**config.mk**
```make
export PLATFORM = sky130hd
export DESIGN_NAME = fastcgi_record_deframer
export DESIGN_NICKNAME = d
export VERILOG_FILES = /design/src/rtl/fcgi_pkg.sv /design/src/rtl/fcgi_csr.sv /design/src/rtl/fcgi_parse.sv /design/src/rtl/fastcgi_record_deframer.sv
export SDC_FILE = /design/constraint.sdc
export NUM_CORES = 1
export LEC_CHECK = 0
export BUFFER_PORTS_ARGS = -buffer_cell sky130_fd_sc_hd__buf_2
export CORE_MARGIN = 1
export CORE_UTILIZATION = 40
export DETAILED_ROUTE_END_ITERATION = 7
export PLACE_DENSITY = 0.6
export SETUP_SLACK_MARGIN = 0.1
export SYNTH_ARGS = -nofsm -noshare
export SYNTH_HDL_FRONTEND = slang
export SYNTH_HIERARCHICAL = 1
export SYNTH_SLANG_ARGS = --single-unit
```
**constraint.sdc**
```tcl
create_clock -name clock -period 5.85 [get_ports clock]
set_input_delay 0.2925 -clock clock [delete_from_list [all_inputs] [get_ports clock]]
set_output_delay 0.2925 -clock clock [all_outputs]
set_load 0.02 [all_outputs]
```
**src/rtl/fcgi_pkg.sv**
```systemverilog
// Shared types and constants for the FastCGI record deframer.
`default_nettype none
package fcgi_pkg;

   localparam int unsigned ReqIdWidth  = 16;
   localparam int unsigned CsrAddrWidth = 3;
   localparam int unsigned CsrDataWidth = 32;
   localparam logic [ReqIdWidth-1:0] ReqIdReset = 16'd1;

   // register index within the CSR space
   localparam logic CSR_IDX_REQUEST_ID = 1'b0;

   // header byte positions
   localparam logic [2:0] HDR_VERSION = 3'd0;
   localparam logic [2:0] HDR_TYPE    = 3'd1;
   localparam logic [2:0] HDR_ID_HI   = 3'd2;
   localparam logic [2:0] HDR_ID_LO   = 3'd3;
   localparam logic [2:0] HDR_LEN_HI  = 3'd4;
   localparam logic [2:0] HDR_LEN_LO  = 3'd5;
   localparam logic [2:0] HDR_PAD     = 3'd6;
   localparam logic [2:0] HDR_RSVD    = 3'd7;

   localparam logic [7:0]  FCGI_VERSION     = 8'd1;
   localparam logic [7:0]  FCGI_TYPE_END    = 8'd3;
   localparam logic [7:0]  FCGI_TYPE_STDOUT = 8'd6;
   localparam logic [7:0]  FCGI_TYPE_STDERR = 8'd7;
   localparam logic [15:0] END_BODY_LEN     = 16'd8;
   localparam logic [15:0] END_STATUS_POS   = 16'd4;

   // protocol status byte of an end-request body
   localparam logic [7:0] PS_COMPLETE     = 8'd0;
   localparam logic [7:0] PS_CANT_MPX     = 8'd1;
   localparam logic [7:0] PS_OVERLOADED   = 8'd2;
   localparam logic [7:0] PS_UNKNOWN_ROLE = 8'd3;

   localparam logic [1:0] EV_PAYLOAD  = 2'd0;
   localparam logic [1:0] EV_RECORD   = 2'd1;
   localparam logic [1:0] EV_COMPLETE = 2'd2;
   localparam logic [1:0] EV_ERROR    = 2'd3;

   localparam logic [2:0] ERR_VERSION     = 3'd0;
   localparam logic [2:0] ERR_ID          = 3'd1;
   localparam logic [2:0] ERR_TYPE        = 3'd2;
   localparam logic [2:0] ERR_END_LEN     = 3'd3;
   localparam logic [2:0] ERR_CANT_MPX    = 3'd4;
   localparam logic [2:0] ERR_OVERLOADED  = 3'd5;
   localparam logic [2:0] ERR_UNKNOWN_ROLE = 3'd6;
   localparam logic [2:0] ERR_UNKNOWN_STATUS = 3'd7;

   localparam logic [1:0] TAG_NONE = 2'd0;

   typedef enum logic [2:0] {
      PH_HEADER  = 3'd0,
      PH_CONTENT = 3'd1,
      PH_PADDING = 3'd2,
      PH_ERROR   = 3'd3
   } phase_type;

   typedef enum logic [1:0] {
      RK_END     = 2'd0,
      RK_STDOUT  = 2'd1,
      RK_STDERR  = 2'd2,
      RK_INVALID = 2'd3
   } rec_kind_type;

   typedef struct packed {
      logic      out_free;
      phase_type phase;
   } parse_status_type;

endpackage
`default_nettype wire

```
**src/rtl/fcgi_csr.sv**
```systemverilog
// APB register block holding the expected request id.
`default_nettype none
module fcgi_csr #(
   parameter logic [fcgi_pkg::ReqIdWidth-1:0] RESET_ID = fcgi_pkg::ReqIdReset
) (
   input  wire logic                              clock,
   input  wire logic                              reset,
   input  wire logic                              csr_psel,
   input  wire logic                              csr_penable,
   input  wire logic                              csr_pwrite,
   input  wire logic [fcgi_pkg::CsrAddrWidth-1:0] csr_paddr,
   input  wire logic [fcgi_pkg::CsrDataWidth-1:0] csr_pwdata,
   output logic      [fcgi_pkg::CsrDataWidth-1:0] csr_prdata,
   output logic                                   csr_pready,
   output logic      [fcgi_pkg::ReqIdWidth-1:0]   expected_request_id
);
   import fcgi_pkg::*;

   logic [ReqIdWidth-1:0] req_id_ff;
   logic [ReqIdWidth-1:0] req_id_in;
   logic                  reg_index;

   assign reg_index = csr_paddr[2];
   assign csr_pready = 1'b1;
   assign expected_request_id = req_id_ff;

   always_comb begin
      req_id_in = req_id_ff;
      if (csr_psel && csr_penable && csr_pwrite && (reg_index == CSR_IDX_REQUEST_ID)) begin
         req_id_in = csr_pwdata[ReqIdWidth-1:0];
      end
   end

   always_ff @(posedge clock) begin
      if (reset) begin
         req_id_ff <= RESET_ID;
      end else begin
         req_id_ff <= req_id_in;
      end
   end

   always_comb begin
      csr_prdata = '0;
      if (reg_index == CSR_IDX_REQUEST_ID) begin
         csr_prdata = {{(CsrDataWidth-ReqIdWidth){1'b0}}, req_id_ff};
      end
   end

endmodule
`default_nettype wire

```
**src/rtl/fcgi_parse.sv**
```systemverilog
// Record parser: per-byte state update and the result register.
`default_nettype none
module fcgi_parse (
   input  wire logic                            clock,
   input  wire logic                            reset,
   input  wire logic                            step,
   input  wire logic [7:0]                      stream_byte,
   input  wire logic [fcgi_pkg::ReqIdWidth-1:0] expected_request_id,
   input  wire logic                            rsp_ready,
   output logic                                 rsp_valid,
   output logic      [1:0]                      rsp_event_kind,
   output logic      [1:0]                      rsp_stream_tag,
   output logic      [7:0]                      rsp_payload_byte,
   output logic                                 rsp_record_last,
   output logic      [31:0]                     rsp_application_status,
   output logic      [2:0]                      rsp_error_code,
   output fcgi_pkg::parse_status_type           status
);
   import fcgi_pkg::*;

   phase_type    phase_ff, phase_in;
   logic [2:0]   byte_index_ff, byte_index_in;
   rec_kind_type kind_ff, kind_in;
   logic [7:0]   shift_ff, shift_in;
   logic [15:0]  content_ff, content_in;
   logic [7:0]   padding_ff, padding_in;
   logic [31:0]  app_status_ff, app_status_in;

   logic         res_valid;
   logic [1:0]   res_kind;
   logic [1:0]   res_tag;
   logic [7:0]   res_byte;
   logic         res_last;
   logic [31:0]  res_app;
   logic [2:0]   res_err;

   logic         valid_ff, valid_in;
   logic [1:0]   kind_out_ff;
   logic [1:0]   tag_ff;
   logic [7:0]   byte_ff;
   logic         last_ff;
   logic [31:0]  app_ff;
   logic [2:0]   err_ff;

   logic [15:0]  body_pos;
   logic         out_free;

   assign out_free = !valid_ff || rsp_ready;
   assign body_pos = END_BODY_LEN - content_ff;

   always_comb begin
      phase_in      = phase_ff;
      byte_index_in = byte_index_ff;
      kind_in       = kind_ff;
      shift_in      = shift_ff;
      content_in    = content_ff;
      padding_in    = padding_ff;
      app_status_in = app_status_ff;
      res_valid = 1'b0;
      res_kind  = EV_PAYLOAD;
      res_tag   = TAG_NONE;
      res_byte  = '0;
      res_last  = 1'b0;
      res_app   = '0;
      res_err   = ERR_VERSION;

      if (step) begin
         unique case (phase_ff)
            PH_HEADER: begin
               byte_index_in = byte_index_ff + 3'd1;
               unique case (byte_index_ff)
                  HDR_VERSION: begin
                     if (stream_byte != FCGI_VERSION) begin
                        phase_in = PH_ERROR;
                        res_valid = 1'b1;
                        res_kind = EV_ERROR;
                        res_err = ERR_VERSION;
                     end
                  end
                  HDR_TYPE: begin
                     priority if (stream_byte == FCGI_TYPE_STDOUT) kind_in = RK_STDOUT;
                     else if (stream_byte == FCGI_TYPE_STDERR) kind_in = RK_STDERR;
                     else if (stream_byte == FCGI_TYPE_END) kind_in = RK_END;
                     else kind_in = RK_INVALID;
                  end
                  HDR_ID_HI, HDR_LEN_HI: begin
                     shift_in = stream_byte;
                  end
                  HDR_ID_LO: begin
                     // id is checked before the type
                     if ({shift_ff, stream_byte} != expected_request_id) begin
                        phase_in = PH_ERROR;
                        res_valid = 1'b1;
                        res_kind = EV_ERROR;
                        res_err = ERR_ID;
                     end else if (kind_ff == RK_INVALID) begin
                        phase_in = PH_ERROR;
                        res_valid = 1'b1;
                        res_kind = EV_ERROR;
                        res_err = ERR_TYPE;
                     end
                  end
                  HDR_LEN_LO: begin
                     content_in = {shift_ff, stream_byte};
                     if (kind_ff == RK_END && {shift_ff, stream_byte} != END_BODY_LEN) begin
                        phase_in = PH_ERROR;
                        res_valid = 1'b1;
                        res_kind = EV_ERROR;
                        res_err = ERR_END_LEN;
                     end
                  end
                  HDR_PAD: begin
                     padding_in = stream_byte;
                  end
                  HDR_RSVD: begin
                     byte_index_in = '0;
                     priority if (content_ff != '0) begin
                        phase_in = PH_CONTENT;
                     end else if (padding_ff != '0) begin
                        phase_in = PH_PADDING;
                     end else begin
                        phase_in = PH_HEADER;
                        res_valid = 1'b1;
                        if (kind_ff == RK_END) begin
                           res_kind = EV_COMPLETE;
                           res_app = app_status_ff;
                        end else begin
                           res_kind = EV_RECORD;
                           res_tag = kind_ff;
                        end
                     end
                  end
                  default: ;
               endcase
            end
            PH_CONTENT: begin
               content_in = content_ff - 16'd1;
               if (kind_ff == RK_END) begin
                  if (body_pos < END_STATUS_POS) begin
                     app_status_in = {app_status_ff[23:0], stream_byte};
                  end
                  if (body_pos == END_STATUS_POS && stream_byte != PS_COMPLETE) begin
                     phase_in = PH_ERROR;
                     res_valid = 1'b1;
                     res_kind = EV_ERROR;
                     priority if (stream_byte == PS_CANT_MPX) res_err = ERR_CANT_MPX;
                     else if (stream_byte == PS_OVERLOADED) res_err = ERR_OVERLOADED;
                     else if (stream_byte == PS_UNKNOWN_ROLE) res_err = ERR_UNKNOWN_ROLE;
                     else res_err = ERR_UNKNOWN_STATUS;
                  end else if (content_in == '0) begin
                     if (padding_ff != '0) begin
                        phase_in = PH_PADDING;
                     end else begin
                        phase_in = PH_HEADER;
                        byte_index_in = '0;
                        res_valid = 1'b1;
                        res_kind = EV_COMPLETE;
                        // the last body byte lies past the status bytes, so app_status_in equals the stored status
                        res_app = app_status_in;
                     end
                  end
               end else begin
                  res_valid = 1'b1;
                  res_kind = EV_PAYLOAD;
                  res_tag = kind_ff;
                  res_byte = stream_byte;
                  if (content_in == '0) begin
                     if (padding_ff != '0) begin
                        phase_in = PH_PADDING;
                     end else begin
                        phase_in = PH_HEADER;
                        byte_index_in = '0;
                        res_last = 1'b1;
                     end
                  end
               end
            end
            PH_PADDING: begin
               padding_in = padding_ff - 8'd1;
               if (padding_in == '0) begin
                  phase_in = PH_HEADER;
                  byte_index_in = '0;
                  res_valid = 1'b1;
                  if (kind_ff == RK_END) begin
                     res_kind = EV_COMPLETE;
                     res_app = app_status_ff;
                  end else begin
                     res_kind = EV_RECORD;
                     res_tag = kind_ff;
                  end
               end
            end
            PH_ERROR: ;
            default: ;
         endcase
      end
   end

   always_comb begin
      valid_in = valid_ff;
      if (valid_ff && rsp_ready) begin
         valid_in = 1'b0;
      end
      if (step && res_valid) begin
         valid_in = 1'b1;
      end
   end

   always_ff @(posedge clock) begin
      if (reset) begin
         phase_ff      <= PH_HEADER;
         byte_index_ff <= '0;
         kind_ff       <= RK_END;
         shift_ff      <= '0;
         content_ff    <= '0;
         padding_ff    <= '0;
         app_status_ff <= '0;
         valid_ff      <= 1'b0;
      end else begin
         phase_ff      <= phase_in;
         byte_index_ff <= byte_index_in;
         kind_ff       <= kind_in;
         shift_ff      <= shift_in;
         content_ff    <= content_in;
         padding_ff    <= padding_in;
         app_status_ff <= app_status_in;
         valid_ff      <= valid_in;
      end
   end

   always_ff @(posedge clock) begin
      if (step && res_valid) begin
         kind_out_ff <= res_kind;
         tag_ff      <= res_tag;
         byte_ff     <= res_byte;
         last_ff     <= res_last;
         app_ff      <= res_app;
         err_ff      <= (res_kind == EV_ERROR) ? res_err : ERR_VERSION;
      end
   end

   assign rsp_valid              = valid_ff;
   assign rsp_event_kind         = kind_out_ff;
   assign rsp_stream_tag         = tag_ff;
   assign rsp_payload_byte       = byte_ff;
   assign rsp_record_last        = last_ff;
   assign rsp_application_status = app_ff;
   assign rsp_error_code         = err_ff;

   assign status.out_free = out_free;
   assign status.phase    = phase_ff;

endmodule
`default_nettype wire

```
**src/rtl/fastcgi_record_deframer.sv**
```systemverilog
// Top level of the FastCGI response record deframer.
//
//   channel  ports   direction  payload
//   req      req_*   in         stream_byte
//   rsp      rsp_*   out        event_kind, stream_tag, payload_byte, record_last,
//                               application_status, error_code
//   csr      csr_*   in/out     APB, expected_request_id at offset 0
//
// One byte per cycle while rsp is not stalled: a byte is captured in the input
// register, then parsed into the result register, which drives rsp_valid; the
// result is taken on an edge where rsp_ready is high.
// Throughput is set by the result register: the input register drains only
// while the result register is empty or being taken, so rsp_ready low stalls req.
// Reset is synchronous and returns the parser to header collection with id RESET_ID (1 by default).
`default_nettype none
module fastcgi_record_deframer #(
   parameter logic [fcgi_pkg::ReqIdWidth-1:0] RESET_ID = fcgi_pkg::ReqIdReset
) (
   input  wire logic                              clock,
   input  wire logic                              reset,
   input  wire logic                              req_valid,
   output logic                                   req_ready,
   input  wire logic [7:0]                        req_stream_byte,
   output logic                                   rsp_valid,
   input  wire logic                              rsp_ready,
   output logic      [1:0]                        rsp_event_kind,
   output logic      [1:0]                        rsp_stream_tag,
   output logic      [7:0]                        rsp_payload_byte,
   output logic                                   rsp_record_last,
   output logic      [31:0]                       rsp_application_status,
   output logic      [2:0]                        rsp_error_code,
   input  wire logic                              csr_psel,
   input  wire logic                              csr_penable,
   input  wire logic                              csr_pwrite,
   input  wire logic [fcgi_pkg::CsrAddrWidth-1:0] csr_paddr,
   input  wire logic [fcgi_pkg::CsrDataWidth-1:0] csr_pwdata,
   output logic      [fcgi_pkg::CsrDataWidth-1:0] csr_prdata,
   output logic                                   csr_pready
);
   import fcgi_pkg::*;

   logic                  in_valid_ff, in_valid_in;
   logic [7:0]            in_byte_ff;
   logic                  step;
   logic [ReqIdWidth-1:0] expected_request_id;
   parse_status_type      status;

   assign step      = in_valid_ff && status.out_free;
   assign req_ready = !in_valid_ff || status.out_free;

   always_comb begin
      in_valid_in = in_valid_ff;
      if (step) begin
         in_valid_in = 1'b0;
      end
      if (req_valid && req_ready) begin
         in_valid_in = 1'b1;
      end
   end

   always_ff @(posedge clock) begin
      if (reset) begin
         in_valid_ff <= 1'b0;
      end else begin
         in_valid_ff <= in_valid_in;
      end
   end

   always_ff @(posedge clock) begin
      if (req_valid && req_ready) begin
         in_byte_ff <= req_stream_byte;
      end
   end

   fcgi_csr #(
      .RESET_ID(RESET_ID)
   ) u_csr (
      .clock              (clock),
      .reset              (reset),
      .csr_psel           (csr_psel),
      .csr_penable        (csr_penable),
      .csr_pwrite         (csr_pwrite),
      .csr_paddr          (csr_paddr),
      .csr_pwdata         (csr_pwdata),
      .csr_prdata         (csr_prdata),
      .csr_pready         (csr_pready),
      .expected_request_id(expected_request_id)
   );

   fcgi_parse u_parse (
      .clock                 (clock),
      .reset                 (reset),
      .step                  (step),
      .stream_byte           (in_byte_ff),
      .expected_request_id   (expected_request_id),
      .rsp_ready             (rsp_ready),
      .rsp_valid             (rsp_valid),
      .rsp_event_kind        (rsp_event_kind),
      .rsp_stream_tag        (rsp_stream_tag),
      .rsp_payload_byte      (rsp_payload_byte),
      .rsp_record_last       (rsp_record_last),
      .rsp_application_status(rsp_application_status),
      .rsp_error_code        (rsp_error_code),
      .status                (status)
   );

   // error phase is sticky until reset
   a_error_sticky: assert property (@(posedge clock) disable iff (reset)
      (status.phase == PH_ERROR) |=> (status.phase == PH_ERROR))
      else $error("parser left the error phase");

   // a buffered byte is never dropped while the result side is stalled
   a_input_held: assert property (@(posedge clock) disable iff (reset)
      (in_valid_ff && !status.out_free) |=> in_valid_ff)
      else $error("input byte lost during stall");

   // record_last only marks payload bytes
   a_last_payload: assert property (@(posedge clock) disable iff (reset)
      (rsp_valid && rsp_record_last) |-> (rsp_event_kind == EV_PAYLOAD))
      else $error("record_last on a non-payload result");

   // an error result carries no stream tag and no status
   a_error_clean: assert property (@(posedge clock) disable iff (reset)
      (rsp_valid && rsp_event_kind == EV_ERROR) |->
         (rsp_stream_tag == TAG_NONE && rsp_application_status == '0))
      else $error("error result carries stray fields");

endmodule
`default_nettype wire
```
==> impl_metrics.csv, run 1 <==
group,metric,value,unit
route,total_detailed_routing_wirelength,20000,µm
clock_tree,cts_inserted_buffers,17,
route,antenna_violating_nets_post_route,0,
final_layout,area_delta_synth_final,14.6,%
sta,maxSlewViolCount,0,
floorplan,boundaryPins,133,
synth,postSynthAreaPerCell,9.26,µm²
critical_path,slowest_delay,0.55,ns
final_layout,number_of_antenna_diodes,0,
synth,yosysSeqAreaShare,0.437,
critical_path,timing.rr.start,"u_parse/content_ff[1]",
sta,finalCriticalPeriod,4.11,ns
clock_tree,post-cts-setup-buffers,0,
placed_design,number_of_port_buffers,97,
sta,finalCritPeriodShare,0.703,
route,dr_total_vias,6464,
floorplan,placement_rows,51,
clock_tree,cts_tree,"done",
grt,pin_count_of_the_biggest_net_entering_global_routing,79,
power,max-vdd-ir-drop,0.000213,V
worst_hold_path,min_path_type,"in2reg",
critical_path,crit_path_max_fanout,21,
route,drt_drc_violations_left,0,
final_layout,fin_util,0.468,
synth,yosys.area.top_type_share,0.226,
clock_tree,cts_sinks,146,
final_layout,final_layout_size_suffix_gt1_frac,0.176,
grt,grt.overflow.total,0,
grt,grt_pass1_vias,5933,
floorplan,floorplan.initialDensity,0.409,
route,drt-initial-drc-count,534,
critical_path,crit_family,"simple AND/OR/NAND/NOR gates",
grt,grt_antenna_before_repair,0,
final_layout,nets,987,
critical_path,timing.critical_path.from_type,"flop",
synth,netlist_area,7980,µm²
critical_path,crit_chain,"inv_1 > ha_1 > or3b_2 > o21ai_0 > nor4b_1 > nand4_1 > or3_1 > a31o_2 > a21oi_4 > buf_4",
clock_tree,root_buffer,"clkbuf_16",
power,leakage_dissipation,3.52,nW
power,power.density_cell_area,285,nW/µm²
sta,timing.clock.skew,0.0122,ns
worst_hold_path,hold_start,"req_stream_byte[1]",
sta,rsz0062_at_grt,"no",
synth,synth_edf_count,56,
synth,synth_largest_area_cell,"dfxtp_1",
critical_path,critical-path-slowest-cell,"a21oi_4",
floorplan,core_area,19500,µm²
run_status,run_status,"complete, no violations",
sta,finalHoldViolCount,0,
synth,synth.distinct_cells,73,
critical_path,setup.worst_path.class,"reg2reg",
grt,wire_length_of_the_first_global_routing_pass,31900,µm
clock_tree,postCtsHoldBufs,0,
sta,finalSetupTns,0,ns
final_layout,finish.instance_area,9140,µm²
route,post_drt_via_cell_ratio,5.37,
critical_path,cp_data_arrival_time,4.23,ns
clock_tree,clk-insertion-delay-late,0.44,ns
sta,max_clock_freq,243,MHz
synth,yosys_register_bits,146,
synth,yosys_warnings,6,
synth,ys_dominant_reg_cell,"dfxtp_1",
grt,grt.total_usage,0.204,
synth,synth.top_cells.by_area,"dfxtp_1 (23%), edfxtp_1 (21%), mux2i_1 (7.5%), nor2_1 (4.5%), o32ai_1 (3.6%)",
floorplan,chipWidth,143,µm
placed_design,gpl.final_weighted_congestion,0.887,
clock_tree,cts.htree.levels,4,
critical_path,path_buf_inv,2,
route,detail_route.first_pass.iterations,5,
critical_path,crit_start,"u_parse/content_ff[1]",
run,drv_cap,0,
critical_path,cp_data_required_time,5.97,ns
placed_design,pre_cts_slack,1.78,ns
critical_path,timing.critical_path.to_type,"flop",
route,drt-wirelength-per-cell,16.6,µm
sta,worst-slew-pin-transition,1.15,ns
floorplan,die_area,20500,µm²
sta,fin_ws,1.74,ns
clock_tree,clock_path_buffers,2,
synth,synth_cells,862,
synth,synth-async-reset-ratio,0,
placed_design,instance_area_at_placement,8550,µm²
placed_design,dp_hpwl,13500,µm
sta,timing.slew.headroom,0.228,
clock_tree,cts_repair_resize_count,0,
clock_tree,cts.reportedPaths.clkPinSlew,0.07,ns
floorplan,die_h,143,µm
sta,setup_viol_count_final,0,
==> per-layer routing <==
metal | vias up | routed length [µm] | global-route usage | share of wire
li1 | 3183 | - | - | -
met1 | 3021 | 9780 | 0.284 | 0.49
met2 | 230 | 8650 | 0.306 | 0.43
met3 | 30 | 1140 | 0.0423 | 0.057
met4 | 0 | 412 | 0.0801 | 0.021
met5 | - | 0 | 0 | 0
==> final timing paths <==
check | cells past startpoint | slack [ns] | to
worst max register to register | 10 | 1.74 | u_parse/rsp_application_status[20]
worst max-delay path | 10 | 1.74 | u_parse/rsp_application_status[20]
worst min-delay path | 1 | 0.03 | in_byte_ff[1]
worst min register to register | 2 | 0.49 | u_parse/app_status_ff[26]
==> synth_stat cells, types with 13 or more instances <==
master,instances
nand4_1,14
nor4_1,13
o21ai_0,16
nor2_1,95
a211oi_1,13
nand2_1,41
inv_1,57
clkbuf_1,48
dfxtp_1,90
xnor2_1,24
a21oi_1,37
nand3_1,13
o32ai_1,33
nor2b_1,16
buf_4,18
nor3_1,25
mux2i_1,60
nand2b_1,37
edfxtp_1,56
==> state kept, by name, indices dropped and copies added (netlist names), 3 cells and up <==
name	cells
u_parse/phase_ff	3
u_csr/expected_request_id	16
u_parse/content_ff	16
u_parse/shift_ff	8
u_parse/rsp_application_status	32
u_parse/byte_index_ff	3
u_parse/app_status_ff	32
u_parse/rsp_payload_byte	8
u_parse/padding_ff	8
in_byte_ff	8
u_parse/rsp_error_code	3
==> cells by family (layout without fill, tap and decap cells) <==
logic type / Yosys count / after routing / share of synthesized area
AOI/OAI and AO/OA: 156 / 156 / 0.138
buffers and inverters: 136 / 198 / 0.0771
and+or+nand+nor: 314 / 314 / 0.213
DFF: 146 / 146 / 0.437
other: 2 / 17 / 0.000941
xor gates and xnor gates: 35 / 35 / 0.0384
muxes: 62 / 62 / 0.0786
adders and majority gates: 11 / 11 / 0.0172
==> where the power goes <==
group | total, mW | switching [mW] | internal, mW
registers | 1.14 | 0.0446 | 1.10
clock network | 1.09 | 0.431 | 0.655
logic | 0.380 | 0.248 | 0.131
total | 2.61 | 0.724 | 1.88
==> metrics by stage <==
stage	std cells	hold slack, ns	total power [mW]
final	1204	0.0265	2.61
after global routing	1204	0.0140	2.72
after CTS	1204	0.0117	2.63
after detailed placement	1172	0.471	1.54
after global placement	1172	0.472	1.54
after floorplan	877	0.355	1.44
==> final cells by class <==
| cell class | count | area [µm²] |
|---|---|---|
| clock inverters | 11 | 128 |
| repair buffers | 109 | 576 |
| inverters | 57 | 214 |
| fillers | 1895 | 10400 |
| clock buffers | 21 | 462 |
| flip-flops and latches | 146 | 3480 |
| well taps | 265 | 332 |
| multi-input cells | 595 | 3950 |
==> layout by cell type (no fill, tap or decap), types with 4 or more instances in the layout <==
master | synthesis | routed
buf_2 | 5 | 97
nor2_1 | 95 | 95
dfxtp_1 | 90 | 90
mux2i_1 | 60 | 60
inv_1 | 57 | 57
edfxtp_1 | 56 | 56
nand2_1 | 41 | 41
nand2b_1 | 37 | 37
a21oi_1 | 37 | 36
o32ai_1 | 33 | 33
nor3_1 | 25 | 25
xnor2_1 | 24 | 24
clkbuf_16 | 0 | 18
conb_1 | 2 | 17
nor2b_1 | 16 | 16
o21ai_0 | 16 | 16
nand4_1 | 14 | 14
nor4_1 | 13 | 13
nand3_1 | 13 | 13
a211oi_1 | 13 | 13
buf_4 | 18 | 12
xor2_1 | 11 | 11
ha_1 | 11 | 11
and2_1 | 10 | 10
or3_1 | 8 | 8
a31oi_1 | 7 | 7
o22ai_1 | 7 | 7
and2b_2 | 6 | 6
or4_1 | 6 | 6
a221oi_1 | 5 | 5
o211ai_1 | 5 | 5
o31ai_1 | 4 | 4
and3_1 | 4 | 4
nand3b_1 | 4 | 4
Note: power is estimated with default switching activity, not from simulation.
==> run 2: changes to the inputs <==
==> constraint.sdc (replaced) <==
create_clock -name clock -period 3.9 [get_ports clock]
set_input_delay 0.195 -clock clock [delete_from_list [all_inputs] [get_ports clock]]
set_output_delay 0.195 -clock clock [all_outputs]
set_load 0.02 [all_outputs]
==> impl_metrics.csv, run 2 (synthesis results as in run 1) <==
group,metric,value,unit
clock_tree,post-cts-setup-buffers,0,
grt,grt.total_usage,0.204,
sta,max_clock_freq,282,MHz
floorplan,die_area,20500,µm²
power,internal_power,2.77,mW
final_layout,layout.filler_cells,1856,
run,drv_cap,0,
clock_tree,cts_sinks,146,
sta,timing.clock.skew,0.0127,ns
sta,finalCriticalPeriod,3.54,ns
sta,finalCritPeriodShare,0.908,
clock_tree,cts.htree.levels,4,
grt,pin_count_of_the_biggest_net_entering_global_routing,65,
sta,finalSetupTns,0,ns
placed_design,pre_cts_slack,0.360,ns
route,post_drt_via_cell_ratio,5.28,
power,pwr-share-clk,0.415,
floorplan,boundaryPins,133,
sta,setup_viol_count_final,0,
route,drt-wirelength-per-cell,16.3,µm
grt,wire_length_of_the_first_global_routing_pass,32100,µm
sta,finalHoldViolCount,0,
floorplan,die_h,143,µm
sta,rsz0062_at_grt,"no",
sta,worst-slew-pin-transition,1.06,ns
power,leakage_dissipation,3.63,nW
power,combPwrFrac,0.156,
placed_design,gpl.final_weighted_congestion,0.913,
clock_tree,clk-insertion-delay-late,0.43,ns
worst_hold_path,min_path_type,"in2reg",
critical_path,slowest_delay,0.57,ns
route,drt_drc_violations_left,0,
floorplan,core_area,19500,µm²
critical_path,cp_data_required_time,4.00,ns
critical_path,crit_path_max_fanout,20,
sta,maxSlewViolCount,0,
critical_path,timing.critical_path.from_type,"flop",
sta,fin_ws,0.359,ns
power,max-vdd-ir-drop,0.000287,V
floorplan,placement_rows,51,
placed_design,instance_area_at_placement,8680,µm²
final_layout,fin_util,0.480,
power,pwr-share-seq,0.429,
grt,grt.overflow.total,0,
final_layout,final_layout_size_suffix_gt1_frac,0.190,
route,detail_route.first_pass.iterations,4,
critical_path,critical-path-slowest-cell,"or4_4",
power,net-switching-power,1.20,mW
route,drt-initial-drc-count,422,
grt,grt_pass1_vias,6028,
route,met3_wire_length,1190,µm
final_layout,most_frequent_cells_in_the_layout,"buf_2 (97), nor2_1 (95), dfxtp_1 (90)",
critical_path,timing.critical_path.to_type,"flop",
final_layout,nets,1008,
critical_path,crit_chain,"inv_1 > ha_1 > nand2b_1 > a221oi_1 > o21bai_1 > or4_4 > or3_1 > a31o_2 > a21oi_4 > buf_4",
route,wl_met2,8680,µm
placed_design,number_of_port_buffers,97,
floorplan,floorplan.initialDensity,0.409,
route,antenna_violating_nets_post_route,0,
final_layout,area_delta_synth_final,17.4,%
route,detail_route.wirelength.met1,9900,µm
grt,grt_antenna_before_repair,1,
floorplan,chipWidth,143,µm
route,dr_total_vias,6472,
run_status,run_status,"complete, no violations",
final_layout,finish.instance_area,9370,µm²
final_layout,commonest_non_fill_non_tap_cell_in_the_layout,"buf_2",
route,max_layer_used,"met4",
final_layout,area.sequential,3480,µm²
route,total_detailed_routing_wirelength,20000,µm
final_layout,multi_input_comb_area,3950,µm²
power,power.density_cell_area,424,nW/µm²
critical_path,setup.worst_path.class,"reg2reg",
clock_tree,clock_path_buffers,2,
final_layout,number_of_antenna_diodes,0,
clock_tree,root_buffer,"clkbuf_16",
placed_design,dp_hpwl,13700,µm
critical_path,cp_data_arrival_time,3.64,ns
clock_tree,cts_tree,"done",
sta,timing.slew.headroom,0.295,
clock_tree,cts_inserted_buffers,17,
clock_tree,cts.reportedPaths.clkPinSlew,0.07,ns
power,swShare,0.302,
## run 2: power groups by stage
stage	logic, mW	registers (mW)	clock network, mW
floorplan	0.406	1.76	0
global placement	0.606	1.73	0
global route	0.681	1.71	1.75
detailed placement	0.608	1.73	0
finish	0.620	1.70	1.65
CTS	0.616	1.70	1.68
## run 2: metal layers
metal | vias to the layer above | track usage
met5 | - | 0
li1 | 3225 | -
met1 | 3017 | 0.285
met3 | 13 | 0.0412
met2 | 217 | 0.319
met4 | 0 | 0.0521
## run 2: critical path: cells and delay by family (launching register included)
family                   cells  cell delay, ns
adder cells (fa/ha/maj)      1            0.27
AO/OA/AOI/OAI                4            1.01
buffers and inverters        2            0.45
flip-flops                   1            0.36
AND/OR/NAND/NOR              3            1.11
## run 2: worst paths after layout
check | start | endpoint | slack (ns) | cells past startpoint
hold reg to reg | u_parse/app_status_ff[24] | u_parse/app_status_ff[24] | 0.49 | 2
setup / recovery | u_parse/content_ff[1] | u_parse/rsp_application_status[4] | 0.36 | 10
setup reg to reg | u_parse/content_ff[1] | u_parse/rsp_application_status[4] | 0.36 | 10
hold / removal | csr_pwdata[2] | u_csr/expected_request_id[2] | 0.02 | 3
## run 2: cell type report
| class | instances | area share |
|---|---|---|
| sequential | 146 | 0.372 |
| clock inverter | 14 | 0.0164 |
| clock buffer | 18 | 0.0481 |
| multi-input combinational | 595 | 0.422 |
| tap | 265 | 0.0354 |
| timing repair buffer | 130 | 0.0831 |
| inverter | 57 | 0.0228 |
## run 2: what timing repair did
action / CTS / global route
gates resized for setup: 0 / 1
setup endpoints to repair: 0 / 1
endpoints found under the hold margin: 8 / 0
hold buffers: 8 / 0
## run 2: through the flow
stage	hold slack, ns	std cells	power [mW]
3_5_place_dp	0.374	1185	2.34
5_1_grt	0.0205	1225	4.13
6_report	0.0190	1225	3.97
2_1_floorplan	0.257	877	2.16
3_3_place_gp	0.374	1185	2.34
4_1_cts	0.00257	1225	4.00
==> run 3: changes to the inputs <==
--- a/config.mk
+++ b/config.mk
@@ -6,11 +6,13 @@
 export NUM_CORES = 1
 export LEC_CHECK = 0
 export BUFFER_PORTS_ARGS = -buffer_cell sky130_fd_sc_hd__buf_2
+export CORE_ASPECT_RATIO = 1.25
 export CORE_MARGIN = 1
 export CORE_UTILIZATION = 40
 export DETAILED_ROUTE_END_ITERATION = 7
 export PLACE_DENSITY = 0.6
 export SETUP_SLACK_MARGIN = 0.1
+export SLEW_MARGIN = 20
 export SYNTH_ARGS = -nofsm -noshare
 export SYNTH_HDL_FRONTEND = slang
 export SYNTH_HIERARCHICAL = 1
==> impl_metrics.csv, run 3 (synthesis results as in run 1) <==
group,metric,value,unit
final_layout,finish.cell_count_without_fillers,1229,
grt,wire_length_of_the_first_global_routing_pass,33200,µm
sta,finalSetupTns,0,ns
power,final_power,3.96,mW
power,internal_power,2.78,mW
clock_tree,clk-insertion-delay-late,0.43,ns
power,pwr-share-seq,0.429,
floorplan,chipWidth,128,µm
floorplan,core_area,19500,µm²
critical_path,cp_data_required_time,4.13,ns
floorplan,floorplan.initialDensity,0.410,
final_layout,most_frequent_cells_in_the_layout,"buf_2 (97), nor2_1 (95), dfxtp_1 (90)",
sta,setup_viol_count_final,0,
placed_design,number_of_port_buffers,97,
grt,grt_antenna_before_repair,0,
final_layout,number_of_antenna_diodes,0,
grt,grt_pass1_vias,6225,
floorplan,die_h,160,µm
route,detail_route.first_pass.iterations,5,
route,antenna_violating_nets_post_route,0,
critical_path,crit_path_max_fanout,32,
critical_path,timing.critical_path.to_type,"flop",
final_layout,area_delta_synth_final,17.3,%
floorplan,boundaryPins,133,
sta,max_clock_freq,280,MHz
critical_path,cp_data_arrival_time,3.80,ns
sta,worst-slew-pin-transition,0.949,ns
sta,finalCritPeriodShare,0.915,
route,total_detailed_routing_wirelength,20900,µm
placed_design,instance_area_at_placement,8690,µm²
final_layout,nets,1012,
route,drt-wirelength-per-cell,17.0,µm
grt,grt.total_usage,0.210,
power,leakage_dissipation,3.64,nW
run,drv_cap,0,
clock_tree,clock_path_buffers,2,
power,pwr-share-clk,0.413,
grt,grt.overflow.total,0,
sta,rsz0062_at_grt,"no",
clock_tree,cts_tree,"done",
final_layout,final_layout_size_suffix_gt1_frac,0.191,
sta,timing.clock.skew,0.0100,ns
grt,groute.layer.met2.usage,0.361,
critical_path,setup.worst_path.class,"reg2reg",
critical_path,timing.critical_path.from_type,"flop",
final_layout,finish.instance_area,9360,µm²
placed_design,dp_hpwl,14700,µm
clock_tree,cts_inserted_buffers,17,
sta,maxSlewViolCount,0,
route,drt-initial-drc-count,439,
clock_tree,cts.reportedPaths.clkPinSlew,0.07,ns
sta,finalHoldViolCount,0,
grt,globalRouteMet3Util,0.0375,
clock_tree,cts_sinks,146,
clock_tree,post-cts-setup-buffers,0,
power,net-switching-power,1.18,mW
clock_tree,root_buffer,"clkbuf_16",
floorplan,die_area,20500,µm²
placed_design,gpl.final_weighted_congestion,0.889,
clock_tree,cts.htree.levels,4,
power,max-vdd-ir-drop,0.000287,V
power,combPwrFrac,0.158,
power,power.density_cell_area,422,nW/µm²
grt,pin_count_of_the_biggest_net_entering_global_routing,46,
final_layout,commonest_non_fill_non_tap_cell_in_the_layout,"buf_2",
placed_design,dp.cells,1189,
floorplan,placement_rows,57,
worst_hold_path,min_path_type,"in2reg",
power,swShare,0.297,
grt,grt.met1_usage,0.257,
grt,busiest_metal_layer_after_global_routing,"met2",
run_status,run_status,"complete, no violations",
route,dr_total_vias,6548,
sta,timing.slew.headroom,0.367,
route,drt_drc_violations_left,0,
route,post_drt_via_cell_ratio,5.33,
sta,finalCriticalPeriod,3.57,ns
run 3: area by class of cell:
type,instances,area [µm²]
Fill cell,1890,10100
Multi-Input combinational cell,595,3950
Sequential cell,146,3480
Timing Repair Buffer,134,796
Clock buffer,17,425
Tap cell,265,332
Inverter,57,214
Clock inverter,15,164
run 3: layer usage:
metal,up-vias,part of all wire
li1,3235,-
met3,35,0.044
met4,0,0.030
met5,-,0
met1,3095,0.43
met2,183,0.50
run 3: critical path: stages (launching register included):
cell and delay [ns]:
dfxtp_1 0.37, inv_1 0.13, ha_1 0.18, or3b_2 0.50, o21ai_0 0.21, nor4b_1 0.38, nand4_1 0.18, or3_1 0.48
o32a_1 0.38, buf_4 0.24, o32ai_1 0.30
run 3: repair_timing:
item | 4_1_cts | 5_1_grt
hold endpoints to repair | 8 | 0
gates resized for setup | 0 | 0
hold buffers | 8 | 0
setup endpoints to repair | 0 | 0
run 3: final timing paths:
kind | end | startpoint | cells past startpoint | slack, ns
hold reg to reg | u_parse/padding_ff[1] | u_parse/padding_ff[1] | 2 | 0.49
hold / removal | u_csr/expected_request_id[11] | csr_pwdata[11] | 3 | 0.01
setup reg to reg | u_parse/rsp_application_status[14] | u_parse/content_ff[1] | 10 | 0.33
setup / recovery | u_parse/rsp_application_status[14] | u_parse/content_ff[1] | 10 | 0.33
run 3: through the flow:
step | hold WS, ns | setup WS, ns | utilization
floorplan | 0.257 | 0.157 | -
finish | 0.0143 | 0.331 | 0.481
CTS | 0.00202 | 0.374 | 0.481
global placement | 0.373 | 0.456 | 0.447
global route | 0.00125 | 0.127 | 0.481
detailed placement | 0.375 | 0.414 | 0.447
run 3: power groups by stage:
stage          clock network (mW)  registers [mW]  logic [mW]
6_report                     1.63            1.70       0.625
3_5_place_dp                    0            1.73       0.615
2_1_floorplan                   0            1.76       0.406
4_1_cts                      1.66            1.70       0.624
3_3_place_gp                    0            1.73       0.612
5_1_grt                      1.73            1.71       0.679
